`src/fbp_pkg.sv`:
```
// ----------------------------------------------------------------------------
// fbp_pkg
// Shared types, constants and codes of the frame repair block planner.
// ----------------------------------------------------------------------------
package fbp_pkg;

  // framing constants
  localparam int unsigned META_BYTES       = 16;
  localparam int unsigned DEFAULT_PAYLOAD  = 1446;
  localparam int unsigned HEADER_BYTES     = 26;
  localparam int unsigned REPAIR_SUB_BYTES = 11;
  localparam int unsigned MAX_SYMBOLS      = 256;
  localparam int unsigned PROTECT_K        = 16;

  // field widths
  localparam int unsigned LEN_W      = 24;
  localparam int unsigned SYM_W      = 16;
  localparam int unsigned RATE_W     = 10;
  localparam int unsigned MIN_W      = 8;
  localparam int unsigned REP_W      = 9;
  localparam int unsigned CNT_W      = 32;
  localparam int unsigned CLS_W      = 2;
  localparam int unsigned CFG_IDX_W  = 3;
  localparam int unsigned CFG_DATA_W = 16;

  // symbol size derivation
  localparam int unsigned OVERHEAD = HEADER_BYTES + REPAIR_SUB_BYTES;
  localparam int unsigned DEF_SYM  =
    (DEFAULT_PAYLOAD > OVERHEAD) ? (DEFAULT_PAYLOAD - OVERHEAD) : 1;
  // default-mtu span reaches PROTECT_K symbols when len-1 is at least this
  localparam int unsigned JUMBO_SPAN_MIN = (PROTECT_K - 1) * DEF_SYM;

  // divider iteration count, one quotient bit per step
  localparam int unsigned DIV_STEPS = LEN_W;
  localparam int unsigned DIV_CNT_W = $clog2(DIV_STEPS);

  // per-mille rounding by reciprocal multiply
  localparam int unsigned PERMILLE       = 1000;
  localparam int unsigned ROUND_UP       = 999;
  localparam int unsigned OP_W           = 8;
  localparam int unsigned PROD_W         = 18;
  localparam int unsigned RECIP_SHIFT    = 28;
  localparam int unsigned PERMILLE_RECIP =
    ((1 << RECIP_SHIFT) + PERMILLE - 1) / PERMILLE;
  localparam int unsigned RECIP_W        = 19;
  localparam int unsigned QPROD_W        = PROD_W + RECIP_W;

  // controller states
  typedef enum logic [2:0] {
    ST_IDLE,
    ST_DIV,
    ST_PROD,
    ST_QUOT,
    ST_GPROD,
    ST_GQUOT,
    ST_FINISH
  } fbp_state_e;

  // configuration register indexes
  typedef enum logic [CFG_IDX_W-1:0] {
    CFG_FEC_ENABLED   = 3'd0,
    CFG_IDR_RATE      = 3'd1,
    CFG_P_RATE        = 3'd2,
    CFG_ENHANCE_RATE  = 3'd3,
    CFG_ENHANCE_SET   = 3'd4,
    CFG_MIN_REPAIR    = 3'd5,
    CFG_PACKET_BUDGET = 3'd6
  } fbp_cfg_idx_e;

  // frame classes
  typedef enum logic [CLS_W-1:0] {
    CLS_IDR     = 2'd0,
    CLS_ENHANCE = 2'd1,
    CLS_PRED    = 2'd2
  } fbp_class_e;

  // configuration register set
  typedef struct packed {
    logic                  fec_enabled;
    logic [RATE_W-1:0]     idr_rate;
    logic [RATE_W-1:0]     p_rate;
    logic [RATE_W-1:0]     enhance_rate;
    logic                  enhance_set;
    logic [MIN_W-1:0]      min_repair;
    logic [CFG_DATA_W-1:0] packet_budget;
  } fbp_cfg_t;

  // controller to datapath commands
  typedef struct packed {
    logic load;
    logic div_step;
    logic mul_prod;
    logic mul_quot;
    logic guard_sel;
    logic finish;
  } fbp_cmd_t;

endpackage

```
`src/fbp_cfg_regs.sv`:
```
// ----------------------------------------------------------------------------
// fbp_cfg_regs
// Configuration register file, written through its own transfer channel.
// ----------------------------------------------------------------------------
module fbp_cfg_regs
  import fbp_pkg::*;
(
  input  logic                  clk_i,
  input  logic                  rst_ni,
  input  logic                  cfg_valid_i,
  output logic                  cfg_ready_o,
  input  logic [CFG_IDX_W-1:0]  cfg_index_i,
  input  logic [CFG_DATA_W-1:0] cfg_data_i,
  output fbp_cfg_t              cfg_o
);

  fbp_cfg_t cfg_q, cfg_d;

  assign cfg_ready_o = 1'b1;
  assign cfg_o       = cfg_q;

  // register write decode
  always_comb begin
    cfg_d = cfg_q;
    if (cfg_valid_i) begin
      case (fbp_cfg_idx_e'(cfg_index_i))
        CFG_FEC_ENABLED:   cfg_d.fec_enabled   = cfg_data_i[0];
        CFG_IDR_RATE:      cfg_d.idr_rate      = cfg_data_i[RATE_W-1:0];
        CFG_P_RATE:        cfg_d.p_rate        = cfg_data_i[RATE_W-1:0];
        CFG_ENHANCE_RATE:  cfg_d.enhance_rate  = cfg_data_i[RATE_W-1:0];
        CFG_ENHANCE_SET:   cfg_d.enhance_set   = cfg_data_i[0];
        CFG_MIN_REPAIR:    cfg_d.min_repair    = cfg_data_i[MIN_W-1:0];
        CFG_PACKET_BUDGET: cfg_d.packet_budget = cfg_data_i;
        default:           cfg_d = cfg_q;
      endcase
    end
  end

  always_ff @(posedge clk_i or negedge rst_ni) begin
    if (!rst_ni) begin
      cfg_q               <= '0;
      cfg_q.fec_enabled   <= 1'b1;
      cfg_q.packet_budget <= CFG_DATA_W'(DEFAULT_PAYLOAD);
    end else begin
      cfg_q <= cfg_d;
    end
  end

endmodule

```
`src/fbp_ctrl.sv`:
```
// ----------------------------------------------------------------------------
// fbp_ctrl
// Sequencer for one frame descriptor: divide, two rounding passes, finish.
// ----------------------------------------------------------------------------
module fbp_ctrl
  import fbp_pkg::*;
(
  input  logic     clk_i,
  input  logic     rst_ni,
  input  logic     in_valid_i,
  output logic     in_ready_o,
  output logic     out_valid_o,
  input  logic     out_ready_i,
  output fbp_cmd_t cmd_o
);

  fbp_state_e           state_q, state_d;
  logic [DIV_CNT_W-1:0] cnt_q, cnt_d;
  logic                 out_valid_q, out_valid_d;

  assign out_valid_o = out_valid_q;

  // next state and commands
  always_comb begin
    state_d     = state_q;
    cnt_d       = cnt_q;
    out_valid_d = out_valid_q;
    cmd_o       = '0;
    in_ready_o  = 1'b0;

    if (out_valid_q && out_ready_i) begin
      out_valid_d = 1'b0;
    end

    case (state_q)
      ST_IDLE: begin
        in_ready_o = 1'b1;
        if (in_valid_i) begin
          cmd_o.load = 1'b1;
          cnt_d      = '0;
          state_d    = ST_DIV;
        end
      end
      ST_DIV: begin
        cmd_o.div_step = 1'b1;
        cnt_d          = cnt_q + 1'b1;
        if (cnt_q == DIV_CNT_W'(DIV_STEPS - 1)) begin
          state_d = ST_PROD;
        end
      end
      ST_PROD: begin
        cmd_o.mul_prod = 1'b1;
        state_d        = ST_QUOT;
      end
      ST_QUOT: begin
        cmd_o.mul_quot = 1'b1;
        state_d        = ST_GPROD;
      end
      ST_GPROD: begin
        cmd_o.mul_prod  = 1'b1;
        cmd_o.guard_sel = 1'b1;
        state_d         = ST_GQUOT;
      end
      ST_GQUOT: begin
        cmd_o.mul_quot  = 1'b1;
        cmd_o.guard_sel = 1'b1;
        state_d         = ST_FINISH;
      end
      ST_FINISH: begin
        // wait for a free output register
        if (!out_valid_q || out_ready_i) begin
          cmd_o.finish = 1'b1;
          out_valid_d  = 1'b1;
          state_d      = ST_IDLE;
        end
      end
      default: begin
        state_d = ST_IDLE;
      end
    endcase
  end

  always_ff @(posedge clk_i or negedge rst_ni) begin
    if (!rst_ni) begin
      state_q     <= ST_IDLE;
      cnt_q       <= '0;
      out_valid_q <= 1'b0;
    end else begin
      state_q     <= state_d;
      cnt_q       <= cnt_d;
      out_valid_q <= out_valid_d;
    end
  end

endmodule

```
`src/fbp_datapath.sv`:
```
// ----------------------------------------------------------------------------
// fbp_datapath
// Symbol divider, per-mille rounding unit, repair selection and counters.
// ----------------------------------------------------------------------------
module fbp_datapath
  import fbp_pkg::*;
(
  input  logic               clk_i,
  input  logic               rst_ni,
  input  fbp_cmd_t           cmd_i,
  input  fbp_cfg_t           cfg_i,
  input  logic [LEN_W-1:0]   frame_length_i,
  input  logic               idr_flag_i,
  input  logic               enhance_flag_i,
  input  logic               override_valid_i,
  input  logic [SYM_W-1:0]   override_parity_i,
  output logic               malformed_o,
  output logic [CLS_W-1:0]   fec_class_o,
  output logic [SYM_W-1:0]   symbol_bytes_o,
  output logic [SYM_W-1:0]   source_count_o,
  output logic [REP_W-1:0]   repair_total_o,
  output logic [CNT_W-1:0]   block_number_o,
  output logic [CNT_W-1:0]   first_seq_o,
  output logic               oversize_o,
  output logic               guard_applied_o
);

  // captured descriptor
  logic [LEN_W-1:0]  len_q;
  logic              idr_q, enh_q, ovv_q;
  logic [SYM_W-1:0]  ovp_q;
  logic [SYM_W-1:0]  sym_q;

  // divider
  logic [LEN_W-1:0]  dq_q, dq_d;
  logic [SYM_W-1:0]  rem_q, rem_d;
  logic [SYM_W:0]    rem_sh;
  logic              rem_ge;

  // rounding unit
  logic [PROD_W-1:0] prod_q;
  logic [REP_W-1:0]  r0_q, gr_q;
  logic [OP_W-1:0]   mul_op;
  logic [QPROD_W-1:0] qprod;

  // counters
  logic [CNT_W-1:0]  block_q, seq_q;

  // output registers
  logic              malformed_q, oversize_q, guard_q;
  logic [CLS_W-1:0]  cls_out_q;
  logic [SYM_W-1:0]  sym_out_q, k_out_q;
  logic [REP_W-1:0]  rep_out_q;
  logic [CNT_W-1:0]  blk_out_q, seq_out_q;

  // symbol size from the packet budget, at least one byte
  logic [SYM_W-1:0]  sym_new;
  assign sym_new = (cfg_i.packet_budget > CFG_DATA_W'(OVERHEAD))
                 ? SYM_W'(cfg_i.packet_budget - CFG_DATA_W'(OVERHEAD))
                 : SYM_W'(1);

  // class and its rate
  logic              enh_eff;
  fbp_class_e        cls;
  logic [RATE_W-1:0] rate;
  assign enh_eff = enh_q & ~idr_q;
  assign cls     = idr_q ? CLS_IDR : (enh_eff ? CLS_ENHANCE : CLS_PRED);

  always_comb begin
    case (cls)
      CLS_IDR:     rate = cfg_i.idr_rate;
      CLS_ENHANCE: rate = cfg_i.enhance_set ? cfg_i.enhance_rate : cfg_i.p_rate;
      default:     rate = cfg_i.p_rate;
    endcase
  end

  // source count from the quotient
  logic              k_big;
  logic [SYM_W-1:0]  k;
  logic              k_small;
  assign k_big   = (dq_q[LEN_W-1:SYM_W] != '0) || (dq_q[SYM_W-1:0] == '1);
  assign k       = dq_q[SYM_W-1:0] + 1'b1;
  assign k_small = (k < SYM_W'(MAX_SYMBOLS));

  // restoring divider step
  assign rem_sh = {rem_q, dq_q[LEN_W-1]};
  assign rem_ge = (rem_sh >= {1'b0, sym_q});

  always_comb begin
    dq_d  = dq_q;
    rem_d = rem_q;
    if (cmd_i.load) begin
      dq_d  = frame_length_i - 1'b1;
      rem_d = '0;
    end else if (cmd_i.div_step) begin
      dq_d  = {dq_q[LEN_W-2:0], rem_ge};
      rem_d = rem_ge ? SYM_W'(rem_sh - {1'b0, sym_q}) : rem_sh[SYM_W-1:0];
    end
  end

  // ceil(op * rate / 1000) via reciprocal multiply
  assign mul_op = cmd_i.guard_sel ? OP_W'(PROTECT_K) : k[OP_W-1:0];
  assign qprod  = QPROD_W'(prod_q) * QPROD_W'(PERMILLE_RECIP);

  // repair selection
  logic              fec_on, rate_on;
  logic [REP_W-1:0]  rmin, gmin, cap, r_rate, r_ovr, r_fin;
  logic [REP_W:0]    k_plus_r;
  logic              ovs_hit, ovr_use, jumbo, guard_hit, malformed;
  logic [LEN_W-1:0]  len_m1;

  assign fec_on   = cfg_i.fec_enabled;
  assign rate_on  = fec_on && (rate != '0);
  assign rmin     = (r0_q < REP_W'(cfg_i.min_repair)) ? REP_W'(cfg_i.min_repair) : r0_q;
  assign gmin     = (gr_q < REP_W'(cfg_i.min_repair)) ? REP_W'(cfg_i.min_repair) : gr_q;
  assign k_plus_r = (REP_W+1)'(k[OP_W-1:0]) + (REP_W+1)'(rmin);
  assign ovs_hit  = !k_small || (k_plus_r > (REP_W+1)'(MAX_SYMBOLS));
  assign cap      = k_small ? REP_W'(REP_W'(MAX_SYMBOLS) - REP_W'(k[OP_W-1:0])) : '0;
  assign r_rate   = (rate_on && !ovs_hit) ? rmin : '0;
  assign ovr_use  = ovv_q && !enh_eff && fec_on;
  assign r_ovr    = ovr_use ? ((ovp_q < SYM_W'(cap)) ? REP_W'(ovp_q) : cap) : r_rate;
  assign len_m1   = len_q - 1'b1;
  assign jumbo    = fec_on && (sym_q > SYM_W'(DEF_SYM)) && (k < SYM_W'(PROTECT_K))
                 && (len_m1 >= LEN_W'(JUMBO_SPAN_MIN));
  assign guard_hit = jumbo && (rate != '0) && (gmin <= cap) && (r_ovr < gmin);
  assign r_fin    = guard_hit ? gmin : r_ovr;
  assign malformed = (len_q < LEN_W'(META_BYTES)) || k_big;

  // descriptor capture, divider and rounding registers
  always_ff @(posedge clk_i) begin
    dq_q  <= dq_d;
    rem_q <= rem_d;
    if (cmd_i.load) begin
      len_q <= frame_length_i;
      idr_q <= idr_flag_i;
      enh_q <= enhance_flag_i;
      ovv_q <= override_valid_i;
      ovp_q <= override_parity_i;
      sym_q <= sym_new;
    end
    if (cmd_i.mul_prod) begin
      prod_q <= PROD_W'(PROD_W'(mul_op) * PROD_W'(rate)) + PROD_W'(ROUND_UP);
    end
    if (cmd_i.mul_quot) begin
      if (cmd_i.guard_sel) begin
        gr_q <= qprod[RECIP_SHIFT+REP_W-1:RECIP_SHIFT];
      end else begin
        r0_q <= qprod[RECIP_SHIFT+REP_W-1:RECIP_SHIFT];
      end
    end
  end

  // result register
  always_ff @(posedge clk_i) begin
    if (cmd_i.finish) begin
      if (malformed) begin
        malformed_q <= 1'b1;
        cls_out_q   <= '0;
        sym_out_q   <= '0;
        k_out_q     <= '0;
        rep_out_q   <= '0;
        blk_out_q   <= '0;
        seq_out_q   <= '0;
        oversize_q  <= 1'b0;
        guard_q     <= 1'b0;
      end else begin
        malformed_q <= 1'b0;
        cls_out_q   <= cls;
        sym_out_q   <= sym_q;
        k_out_q     <= k;
        rep_out_q   <= r_fin;
        blk_out_q   <= block_q;
        seq_out_q   <= seq_q;
        oversize_q  <= rate_on && ovs_hit;
        guard_q     <= guard_hit;
      end
    end
  end

  // block and sequence counters
  always_ff @(posedge clk_i or negedge rst_ni) begin
    if (!rst_ni) begin
      block_q <= '0;
      seq_q   <= '0;
    end else if (cmd_i.finish && !malformed) begin
      block_q <= block_q + 1'b1;
      seq_q   <= seq_q + CNT_W'(k) + CNT_W'(r_fin);
    end
  end

  assign malformed_o     = malformed_q;
  assign fec_class_o     = cls_out_q;
  assign symbol_bytes_o  = sym_out_q;
  assign source_count_o  = k_out_q;
  assign repair_total_o  = rep_out_q;
  assign block_number_o  = blk_out_q;
  assign first_seq_o     = seq_out_q;
  assign oversize_o      = oversize_q;
  assign guard_applied_o = guard_q;

endmodule

```
`src/fec_block_planner_unit.sv`:
```
// ----------------------------------------------------------------------------
// fec_block_planner_unit
// Splits a frame into source symbols and plans its repair symbol count.
// ----------------------------------------------------------------------------
//  channel  handshake                  payload
//  in       in_valid_i / in_ready_o    frame_length, idr/enhance flags, override
//  out      out_valid_o / out_ready_i  malformed .. guard_applied
//  cfg      cfg_valid_i / cfg_ready_o  cfg_index_i, cfg_data_i
//
// an item passes from its transfer to its result through the one-bit restoring
// divider over all 24 quotient bits, two multiply passes each for the rate and
// the guard rounding, and the finish state
// the next item is taken only in the idle state after the finish state, so no
// new item is accepted while another is still being planned
// reset sets the default register values and clears both counters; no sweep
// a stalled output holds the finish cycle until the result register frees
// ----------------------------------------------------------------------------
module fec_block_planner_unit
  import fbp_pkg::*;
(
  input  logic                  clk_i,
  input  logic                  rst_ni,
  input  logic                  cfg_valid_i,
  output logic                  cfg_ready_o,
  input  logic [CFG_IDX_W-1:0]  cfg_index_i,
  input  logic [CFG_DATA_W-1:0] cfg_data_i,
  input  logic                  in_valid_i,
  output logic                  in_ready_o,
  input  logic [LEN_W-1:0]      frame_length_i,
  input  logic                  idr_flag_i,
  input  logic                  enhance_flag_i,
  input  logic                  override_valid_i,
  input  logic [SYM_W-1:0]      override_parity_i,
  output logic                  out_valid_o,
  input  logic                  out_ready_i,
  output logic                  malformed_o,
  output logic [CLS_W-1:0]      fec_class_o,
  output logic [SYM_W-1:0]      symbol_bytes_o,
  output logic [SYM_W-1:0]      source_count_o,
  output logic [REP_W-1:0]      repair_total_o,
  output logic [CNT_W-1:0]      block_number_o,
  output logic [CNT_W-1:0]      first_seq_o,
  output logic                  oversize_o,
  output logic                  guard_applied_o
);

  fbp_cfg_t cfg;
  fbp_cmd_t cmd;

  // configuration registers
  fbp_cfg_regs u_cfg (
    .clk_i       (clk_i),
    .rst_ni      (rst_ni),
    .cfg_valid_i (cfg_valid_i),
    .cfg_ready_o (cfg_ready_o),
    .cfg_index_i (cfg_index_i),
    .cfg_data_i  (cfg_data_i),
    .cfg_o       (cfg)
  );

  // sequencer
  fbp_ctrl u_ctrl (
    .clk_i       (clk_i),
    .rst_ni      (rst_ni),
    .in_valid_i  (in_valid_i),
    .in_ready_o  (in_ready_o),
    .out_valid_o (out_valid_o),
    .out_ready_i (out_ready_i),
    .cmd_o       (cmd)
  );

  // datapath
  fbp_datapath u_dp (
    .clk_i             (clk_i),
    .rst_ni            (rst_ni),
    .cmd_i             (cmd),
    .cfg_i             (cfg),
    .frame_length_i    (frame_length_i),
    .idr_flag_i        (idr_flag_i),
    .enhance_flag_i    (enhance_flag_i),
    .override_valid_i  (override_valid_i),
    .override_parity_i (override_parity_i),
    .malformed_o       (malformed_o),
    .fec_class_o       (fec_class_o),
    .symbol_bytes_o    (symbol_bytes_o),
    .source_count_o    (source_count_o),
    .repair_total_o    (repair_total_o),
    .block_number_o    (block_number_o),
    .first_seq_o       (first_seq_o),
    .oversize_o        (oversize_o),
    .guard_applied_o   (guard_applied_o)
  );

endmodule

```
`config.mk`:
```
export PLATFORM = sky130hd
export DESIGN_NAME = fec_block_planner_unit
export DESIGN_NICKNAME = d
export VERILOG_FILES = /design/src/fbp_pkg.sv /design/src/fbp_cfg_regs.sv /design/src/fbp_ctrl.sv /design/src/fbp_datapath.sv /design/src/fec_block_planner_unit.sv
export SDC_FILE = /design/constraint.sdc
export NUM_CORES = 1
export LEC_CHECK = 0
export BUFFER_PORTS_ARGS = -buffer_cell sky130_fd_sc_hd__buf_2
export CAP_MARGIN = 5
export CORE_AREA = 2 2 255 156
export DETAILED_ROUTE_END_ITERATION = 7
export DIE_AREA = 0 0 257 158
export PLACE_DENSITY = 0.93
export SLEW_MARGIN = 20
export SYNTH_ARGS = -nofsm -noshare
export SYNTH_HDL_FRONTEND = slang
export SYNTH_SLANG_ARGS = --single-unit
```
`constraint.sdc`:
```
create_clock -name clk_i -period 20.8 [get_ports clk_i]
set_clock_uncertainty 0.2 [all_clocks]
set_input_delay 6.24 -clock clk_i [delete_from_list [all_inputs] [get_ports clk_i]]
set_output_delay 6.24 -clock clk_i [all_outputs]
set_load 0.05 [all_outputs]
```
==> results of run 1 <==
metal layers:
metal / track usage / part of all wire / up-vias
li1: - / - / 8562
met1: 0.457 / 0.42 / 9374
met2: 0.492 / 0.44 / 934
met3: 0.0921 / 0.11 / 133
met4: 0.0734 / 0.023 / 2
met5: 0 / 0.00020 / -
worst max-delay path, delay by kind of cell (launching register included):
kind	cells	cell delay, ns
fa+ha+maj	5	1.77
mux	1	0.42
simple gates	14	3.89
compound gates	12	2.96
xor+xnor	2	0.46
flops	1	0.77
buf+inv	2	0.36
layout make-up:
class,count,area [um2]
antenna,4,10.0
clock buffer,46,1020
clock inverter,20,118
fill,2535,10600
inverter,276,1040
multi-input combinational,1659,13600
sequential,374,10400
tap,522,653
timing repair buffer,193,1010
registers in the layout, summed over array words and instances (netlist names), 16 cells and up:
signal	cells
u_dp.source_count_o	16
u_dp.seq_q	32
u_dp.len_q	24
u_dp.first_seq_o	32
u_cfg.cfg_o	56
u_dp.block_number_o	32
u_dp.symbol_bytes_o	16
u_dp.prod_q	18
u_dp.dq_q	24
u_dp.rem_q	16
u_dp.block_q	32
u_dp.ovp_q	16
u_dp.sym_q	16
stage by stage:
stage / setup WS [ns] / cell area, um2
after floorplan: 7.27 / 25300
after global placement: 10.62 / 26700
after detailed placement: 10.21 / 26700
after CTS: 10.12 / 27900
after global routing: 9.13 / 27900
final: 9.88 / 27900
cells in the final DEF (no fill, tap or decap), types with 11 or more instances in the layout:
cell type,n
mux2i_1,30
or3_1,13
and2_1,77
dfrtp_1,122
o22ai_1,16
clkbuf_16,38
nand2b_1,28
dfxtp_1,16
a21o_1,27
nand3_1,48
o31a_1,13
o21a_1,19
o21ai_0,61
nand4_1,21
or4_1,12
nor2b_1,18
xor2_1,46
fa_1,110
buf_4,14
nor4_1,22
edfxtp_1,229
mux2_2,67
a21oi_1,83
nand2_1,180
ha_1,277
xnor2_1,90
nor3_1,61
and3_1,25
nor2_1,177
buf_2,177
a211oi_1,11
inv_1,275
path summary, 6_finish.rpt:
kind | start | end | slack [ns] | cells past startpoint
setup / recovery | u_dp.dq_q[0]$_DFFE_PP_ | u_dp.seq_q[30]$_DFFE_PN0P_ | 9.88 | 36
hold / removal | u_dp.seq_q[31]$_DFFE_PN0P_ | u_dp.seq_q[31]$_DFFE_PN0P_ | 0.28 | 1
setup reg to reg | u_dp.dq_q[0]$_DFFE_PP_ | u_dp.seq_q[30]$_DFFE_PN0P_ | 9.88 | 36
hold reg to reg | u_dp.seq_q[31]$_DFFE_PN0P_ | u_dp.seq_q[31]$_DFFE_PN0P_ | 0.28 | 1
max in group asynchronous | rst_ni | u_dp.block_q[4]$_DFFE_PN0P_ | 13.54 | 2
min in group asynchronous | rst_ni | u_ctrl.cnt_q[2]$_DFFE_PN0P_ | 5.48 | 1
kinds of logic (layout without fill, tap and decap cells):
logic type                 Yosys count  count (layout)  share of synthesized area
muxes                               98              98                     0.0421
AOI/OAI and AO/OA                  314             314                     0.0825
other                                1               5                   0.000148
DFF                                374             374                      0.412
adders and majority gates          387             387                      0.224
and+or+nand+nor                    723             723                      0.141
buffers and inverters              336             535                     0.0519
xor gates and xnor gates           136             136                     0.0470
==> flow_summary.ini, run 1 <==
[run_status]
status = complete, no violations

[logic_synthesis]
synth_common_cells = ha_1, inv_1, edfxtp_1
netlist_instances = 2369
synth_seq_cells = 374
synth_top_area_cell = edfxtp_1
ys_types = 79
synthFlopType = edfxtp_1
synth_top_cell_area_share = 0.271
syn-num-nets = 2823
ys_seq_area_frac = 0.412
synth_edf_count = 229
synth_most_common_cell = ha_1
async_reset_ff_frac = 0.345
syn-mean-instance-area_um2 = 10.7
syn_area_mm2 = 0.0253
yosysWarnings = 0
synthTopCellsByArea = edfxtp_1, ha_1, dfrtp_1

[detailed_routing]
route.vias.total = 19000
routed_wl_um = 65300
first_iter_violations = 2144
ant_nets = 0
wl_per_cell_um = 21.1
drc = 0
dr.pass1.iters = 5
vias_per_cell = 6.14

[worst_setup_path]
crit_path_start_kind = register
crit_slowest_cell = edfxtp_1
required_ns = 21.04
path_class = reg -> reg
slowest_delay_ns = 0.77
critPathArrivalTime_ns = 11.16
crit_fanout = 16
crit_path_end_kind = register

[timing]
rsz0062_at_grt = false
finalSetupViolCount = 0
final.setup.tns_ns = 0
worst_pin_slew_ns = 1.07
hold_viol_final = 0
min_period_over_period = 0.525
period_needed_ns = 10.92
slew_headroom = 0.284
hold_ws_ns = 0.282
max_freq_ghz = 0.0916
slew_viol_final = 0

[cts]
cts_root_buf = clkbuf_16
post_cts_resized = 0
post_cts_buffers = 0
ctsHoldBuffers = 0
cts_buffers = 37
clk_latency_ns = 0.54
cts_tree = yes
cts_buffer_depth = 3
cts.sinks = 374
h-tree-depth = 2
clk_pin_slew_ns = 0.06

[run]
maxCapViolations = 0

[layout]
syn2layout_area_growth_pct = 10.1
fin_cells = 3094
fin_util = 0.725
drive_gt1_frac = 0.137
fin_nets = 2995

[floorplanning]
start_util = 0.658
rows = 56
coreArea_mm2 = 0.0385
pin_count = 180
dieArea_mm2 = 0.0406
die_w_um = 257
die_h_um = 158

[hold_path]
hp-class = reg -> reg

[grt]
track_usage = 0.322
grt_max_degree = 94
grt.overflow.total = 0
grt_pass1_vias = 18700
antenna_found_initial = 5
grt_pass1_wl_um = 102000

[placed_design]
dp_cells = 3023
place_hpwl_um = 50000
portBuffers = 178
place_congestion = 0.994
Power of run 1 is left out: the tool's default activity adds up to more than one toggle a clock period on the data nets, which glitch-free logic cannot reach.
==> inputs of run 2 (changes only) <==
Settings changed: CORE_AREA 2 2 255 156 to 2 2 278 170, DIE_AREA 0 0 257 158 to 0 0 280 172, PLACE_DENSITY 0.93 to 0.84.
Clock period 20.8 ns to 9.7 ns, I/O delays scaled along.
==> flow_summary.ini, run 2 (synthesized netlist as in run 1, its figures left out) <==
[floorplanning]
die_w_um = 280
coreArea_mm2 = 0.0457
start_util = 0.554
dieArea_mm2 = 0.0482
die_h_um = 172
rows = 61
pin_count = 180

[timing]
finalSetupViolCount = 0
worst_pin_slew_ns = 1.12
period_needed_ns = 9.41
final.setup.tns_ns = 0
slew_headroom = 0.251
min_period_over_period = 0.970
fin_ws_ns = 0.293
max_freq_ghz = 0.106
hold_viol_final = 0
slew_viol_final = 0

[cts]
cts_root_buf = clkbuf_16
cts_tree = yes
h-tree-depth = 2
cts.sinks = 374
cts_buffer_depth = 3
clk_latency_ns = 0.55
ctsHoldBuffers = 0
clk_pin_slew_ns = 0.06
cts_buffers = 35

[worst_setup_path]
startpoint = u_cfg.cfg_o[22]$_DFFE_PN0P_
critPathArrivalTime_ns = 9.67
required_ns = 9.96
crit_end = u_dp.seq_q[27]$_DFFE_PN0P_
r2r-start = u_cfg.cfg_o[22]$_DFFE_PN0P_
crit_slowest_cell = or4_1
path_class = reg -> reg
ff2ff_path_depth = 38
crit_path_end_kind = register
crit_fanout = 8
r2r_setup_slack_ns = 0.29
crit_path_start_kind = register
slowest_delay_ns = 0.51
crit_top_cell = ha_1
timing.rr.end = u_dp.seq_q[27]$_DFFE_PN0P_

[placed_design]
place_congestion = 0.964
portBuffers = 178
place_hpwl_um = 50600
dp_cells = 3115
dp_slack_ns = -0.0181

[layout]
syn2layout_area_growth_pct = 12.0
drive_gt1_frac = 0.155
largest_register_ffs = 56
final_cell_mix = ha_1, inv_1, edfxtp_1
fin_cells = 3200
fin_util = 0.621
nFillCells = 3532
final_common_cell = ha_1
fin_nets = 3025

[detailed_routing]
first_iter_violations = 1952
wl_per_cell_um = 20.5
dr.pass1.iters = 6
drc = 0
routed_wl_um = 65400
ant_nets = 0
route.vias.total = 18700
vias_per_cell = 5.85

[grt]
grt_max_degree = 81
grt.overflow.total = 0
antenna_found_initial = 4
grt_pass1_wl_um = 101000
grt_pass1_vias = 18300
track_usage = 0.269

[run]
maxCapViolations = 0

[hold_path]
hp-class = reg -> reg

[run_status]
status = complete, no violations
[run 2: cell count changes in the layout (fill, tap and decap cells not counted), sizes merged]
| cell | before | now |
|---|---|---|
| buf | 193 | 225 |
| clkinv | 17 | 7 |
| clkbuf | 46 | 52 |
| bufinv | 0 | 2 |
| clkinvlp | 3 | 1 |
| inv | 276 | 278 |
[run 2: final cells by class]
| class | count | area (um2) | area share |
|---|---|---|---|
| multi-input combinational | 1659 | 13800 | 0.485 |
| sequential | 374 | 10400 | 0.368 |
| timing repair buffer | 225 | 1250 | 0.0441 |
| inverter | 276 | 1040 | 0.0365 |
| clock buffer | 52 | 1000 | 0.0353 |
| tap | 598 | 748 | 0.0264 |
| clock inverter | 12 | 120 | 0.00423 |
| antenna | 4 | 10.0 | 0.000353 |
[run 2: timing repair]
action	in CTS	in global routing
setup buffers	0	17
pin swaps	0	6
gates resized for setup	3	33
setup endpoints to repair	6	20
[run 2: metal layers]
metal | GRT usage | vias up | wire length, um
met4 | 0.0621 | 0 | 1250
met1 | 0.389 | 9182 | 28800
met5 | 0 | - | 0
met3 | 0.0874 | 105 | 7340
li1 | - | 8622 | -
met2 | 0.394 | 816 | 28100
[run 2: metrics by stage]
stage                     area [um2]  hold WS (ns)
after detailed placement       26900         0.264
after global placement         26900         0.253
after CTS                      28100         0.286
after floorplan                25300         0.234
final                          28400         0.285
after global routing           28400         0.302
[run 2: worst max-delay path, delay by kind of cell (launching register included)]
kind,cells,cell delay [ns]
xor gates and xnor gates,1,0.19
adders and majority gates,6,2.05
and+or+nand+nor,10,2.63
DFF,1,0.38
AOI/OAI and AO/OA,15,2.90
buffers and inverters,5,0.68
muxes,1,0.30
[run 2: worst min path at each step]
stage               cells past startpoint  slack, ns                            to                    startpoint
floorplan                               1       0.23    u_dp.seq_q[31]$_DFFE_PN0P_    u_dp.seq_q[31]$_DFFE_PN0P_
global placement                        1       0.25   u_dp.rem_q[15]$_SDFFE_PP0P_   u_dp.rem_q[15]$_SDFFE_PP0P_
detailed placement                      1       0.26  u_dp.block_q[31]$_DFFE_PN0P_  u_dp.block_q[31]$_DFFE_PN0P_
CTS                                     1       0.29  u_dp.block_q[15]$_DFFE_PN0P_  u_dp.block_q[15]$_DFFE_PN0P_
global route                            1       0.30  u_dp.block_q[29]$_DFFE_PN0P_  u_dp.block_q[29]$_DFFE_PN0P_
finish                                  1       0.28    u_dp.seq_q[31]$_DFFE_PN0P_    u_dp.seq_q[31]$_DFFE_PN0P_
Power of run 2 is left out for the same reason.
==> inputs of run 3 (changes only) <==
--- a/config.mk
+++ b/config.mk
@@ -12,4 +12,5 @@
 export DIE_AREA = 0 0 280 172
 export PLACE_DENSITY = 0.84
+export SKIP_CTS_REPAIR_TIMING = 1
 export SLEW_MARGIN = 20
 export SYNTH_ARGS = -nofsm -noshare
--- a/constraint.sdc
+++ b/constraint.sdc
@@ -3,3 +3,3 @@
 set_input_delay 2.91 -clock clk_i [delete_from_list [all_inputs] [get_ports clk_i]]
 set_output_delay 2.91 -clock clk_i [all_outputs]
-set_load 0.05 [all_outputs]
+set_load 0.01 [all_outputs]
==> flow_summary.ini, run 3 (synthesized netlist as in run 1, its figures left out) <==
[timing]
worst_pin_slew_ns = 1.13
slew_headroom = 0.248
period_needed_ns = 9.38
slew_viol_final = 0
hold_viol_final = 0
max_freq_ghz = 0.107
hold_ws_ns = 0.281
final.setup.tns_ns = 0
min_period_over_period = 0.968
fin_ws_ns = 0.315
finalSetupViolCount = 0

[cts]
cts.sinks = 374
clk_latency_ns = 0.55
clk_pin_slew_ns = 0.06
cts_buffer_depth = 3
cts_buffers = 35
h-tree-depth = 2
cts_tree = yes
cts_root_buf = clkbuf_16

[floorplanning]
start_util = 0.554
coreArea_mm2 = 0.0457
die_w_um = 280
dieArea_mm2 = 0.0482
die_h_um = 172
pin_count = 180
rows = 61

[hold_path]
hp-class = reg -> reg
min_to = u_dp.seq_q[31]$_DFFE_PN0P_
worstHoldStart = u_dp.seq_q[31]$_DFFE_PN0P_
min_path_cells = 1

[detailed_routing]
route.vias.total = 18700
dr.pass1.iters = 5
ant_nets = 0
wl_per_cell_um = 20.5
routed_wl_um = 65500
first_iter_violations = 1653
drc = 0
vias_per_cell = 5.84

[worst_setup_path]
crit_path_start_kind = register
timing.rr.end = u_dp.seq_q[31]$_DFFE_PN0P_
r2r_setup_slack_ns = 0.32
r2r-start = u_cfg.cfg_o[22]$_DFFE_PN0P_
crit_slowest_cell = or3b_2
critPathArrivalTime_ns = 9.60
crit_path_end_kind = register
crit_top_cell = ha_1
slowest_delay_ns = 0.53
required_ns = 9.92
crit_fanout = 9
path_class = reg -> reg
ff2ff_path_depth = 39

[grt]
grt_pass1_vias = 18300
antenna_found_initial = 4
grt_max_degree = 81
grt_pass1_wl_um = 101000
track_usage = 0.269
grt.overflow.total = 0

[placed_design]
portBuffers = 178
place_hpwl_um = 50600
place_congestion = 0.964
dp_slack_ns = -0.0181
dp_cells = 3115

[layout]
drive_gt1_frac = 0.156
final_common_cell = ha_1
fin_cells = 3200
largest_register_ffs = 56
fin_nets = 3025
final_cell_mix = ha_1, inv_1, edfxtp_1
syn2layout_area_growth_pct = 12.0

[run_status]
status = complete, no violations

[run]
maxCapViolations = 0
run 3: cell types whose count changed in the layout (fill, tap and decap cells not counted):
cell,previous run,this run
a211oi_1,9,8
a211oi_2,2,3
mux2i_2,1,2
mux2i_4,3,2
nor2_2,2,1
nor2_4,0,1
run 3: metal layers:
layer / GRT usage / wire length (um) / vias to the layer above
li1: - / - / 8623
met1: 0.390 / 28600 / 9125
met2: 0.393 / 28100 / 830
met3: 0.0869 / 7650 / 101
met4: 0.0618 / 1160 / 0
met5: 0 / 0 / -
run 3: critical path, delay by kind of cell (launching register included):
| kind | cells | cell delay (ns) |
|---|---|---|
| buffers and inverters | 4 | 0.42 |
| xor gates and xnor gates | 2 | 0.30 |
| and+or+nand+nor | 11 | 2.71 |
| DFF | 1 | 0.38 |
| adders and majority gates | 7 | 2.09 |
| AOI/OAI and AO/OA | 15 | 3.16 |
run 3: worst max path at each step:
stage | depth (start not counted) | from | end | slack, ns
2_1_floorplan | 39 | u_cfg.cfg_o[17]$_DFFE_PN0P_ | u_dp.seq_q[31]$_DFFE_PN0P_ | 0.67
3_3_place_gp | 37 | u_dp.dq_q[0]$_DFFE_PP_ | u_dp.seq_q[31]$_DFFE_PN0P_ | 0.18
3_5_place_dp | 39 | u_cfg.cfg_o[22]$_DFFE_PN0P_ | u_dp.seq_q[31]$_DFFE_PN0P_ | -0.02
4_1_cts | 38 | u_cfg.cfg_o[22]$_DFFE_PN0P_ | u_dp.seq_q[31]$_DFFE_PN0P_ | -0.08
5_1_grt | 39 | u_cfg.cfg_o[17]$_DFFE_PN0P_ | u_dp.seq_q[27]$_DFFE_PN0P_ | -0.10
6_report | 39 | u_cfg.cfg_o[22]$_DFFE_PN0P_ | u_dp.seq_q[31]$_DFFE_PN0P_ | 0.32
run 3: stage by stage:
stage / util / area [um2]
final: 0.621 / 28400
after detailed placement: 0.589 / 26900
after global routing: 0.621 / 28400
after global placement: 0.589 / 26900
after CTS: 0.614 / 28100
after floorplan: - / 25300
run 3: area by class of cell:
| type | instances | area (um2) |
|---|---|---|
| diodes | 4 | 10.0 |
| clock buffers | 52 | 1000 |
| repair buffers | 225 | 1250 |
| inverters | 276 | 1040 |
| fillers | 3532 | 17300 |
| clock inverters | 12 | 120 |
| well taps | 598 | 748 |
| flip-flops and latches | 374 | 10400 |
| multi-input cells | 1659 | 13800 |
Power of run 3 is left out for the same reason.
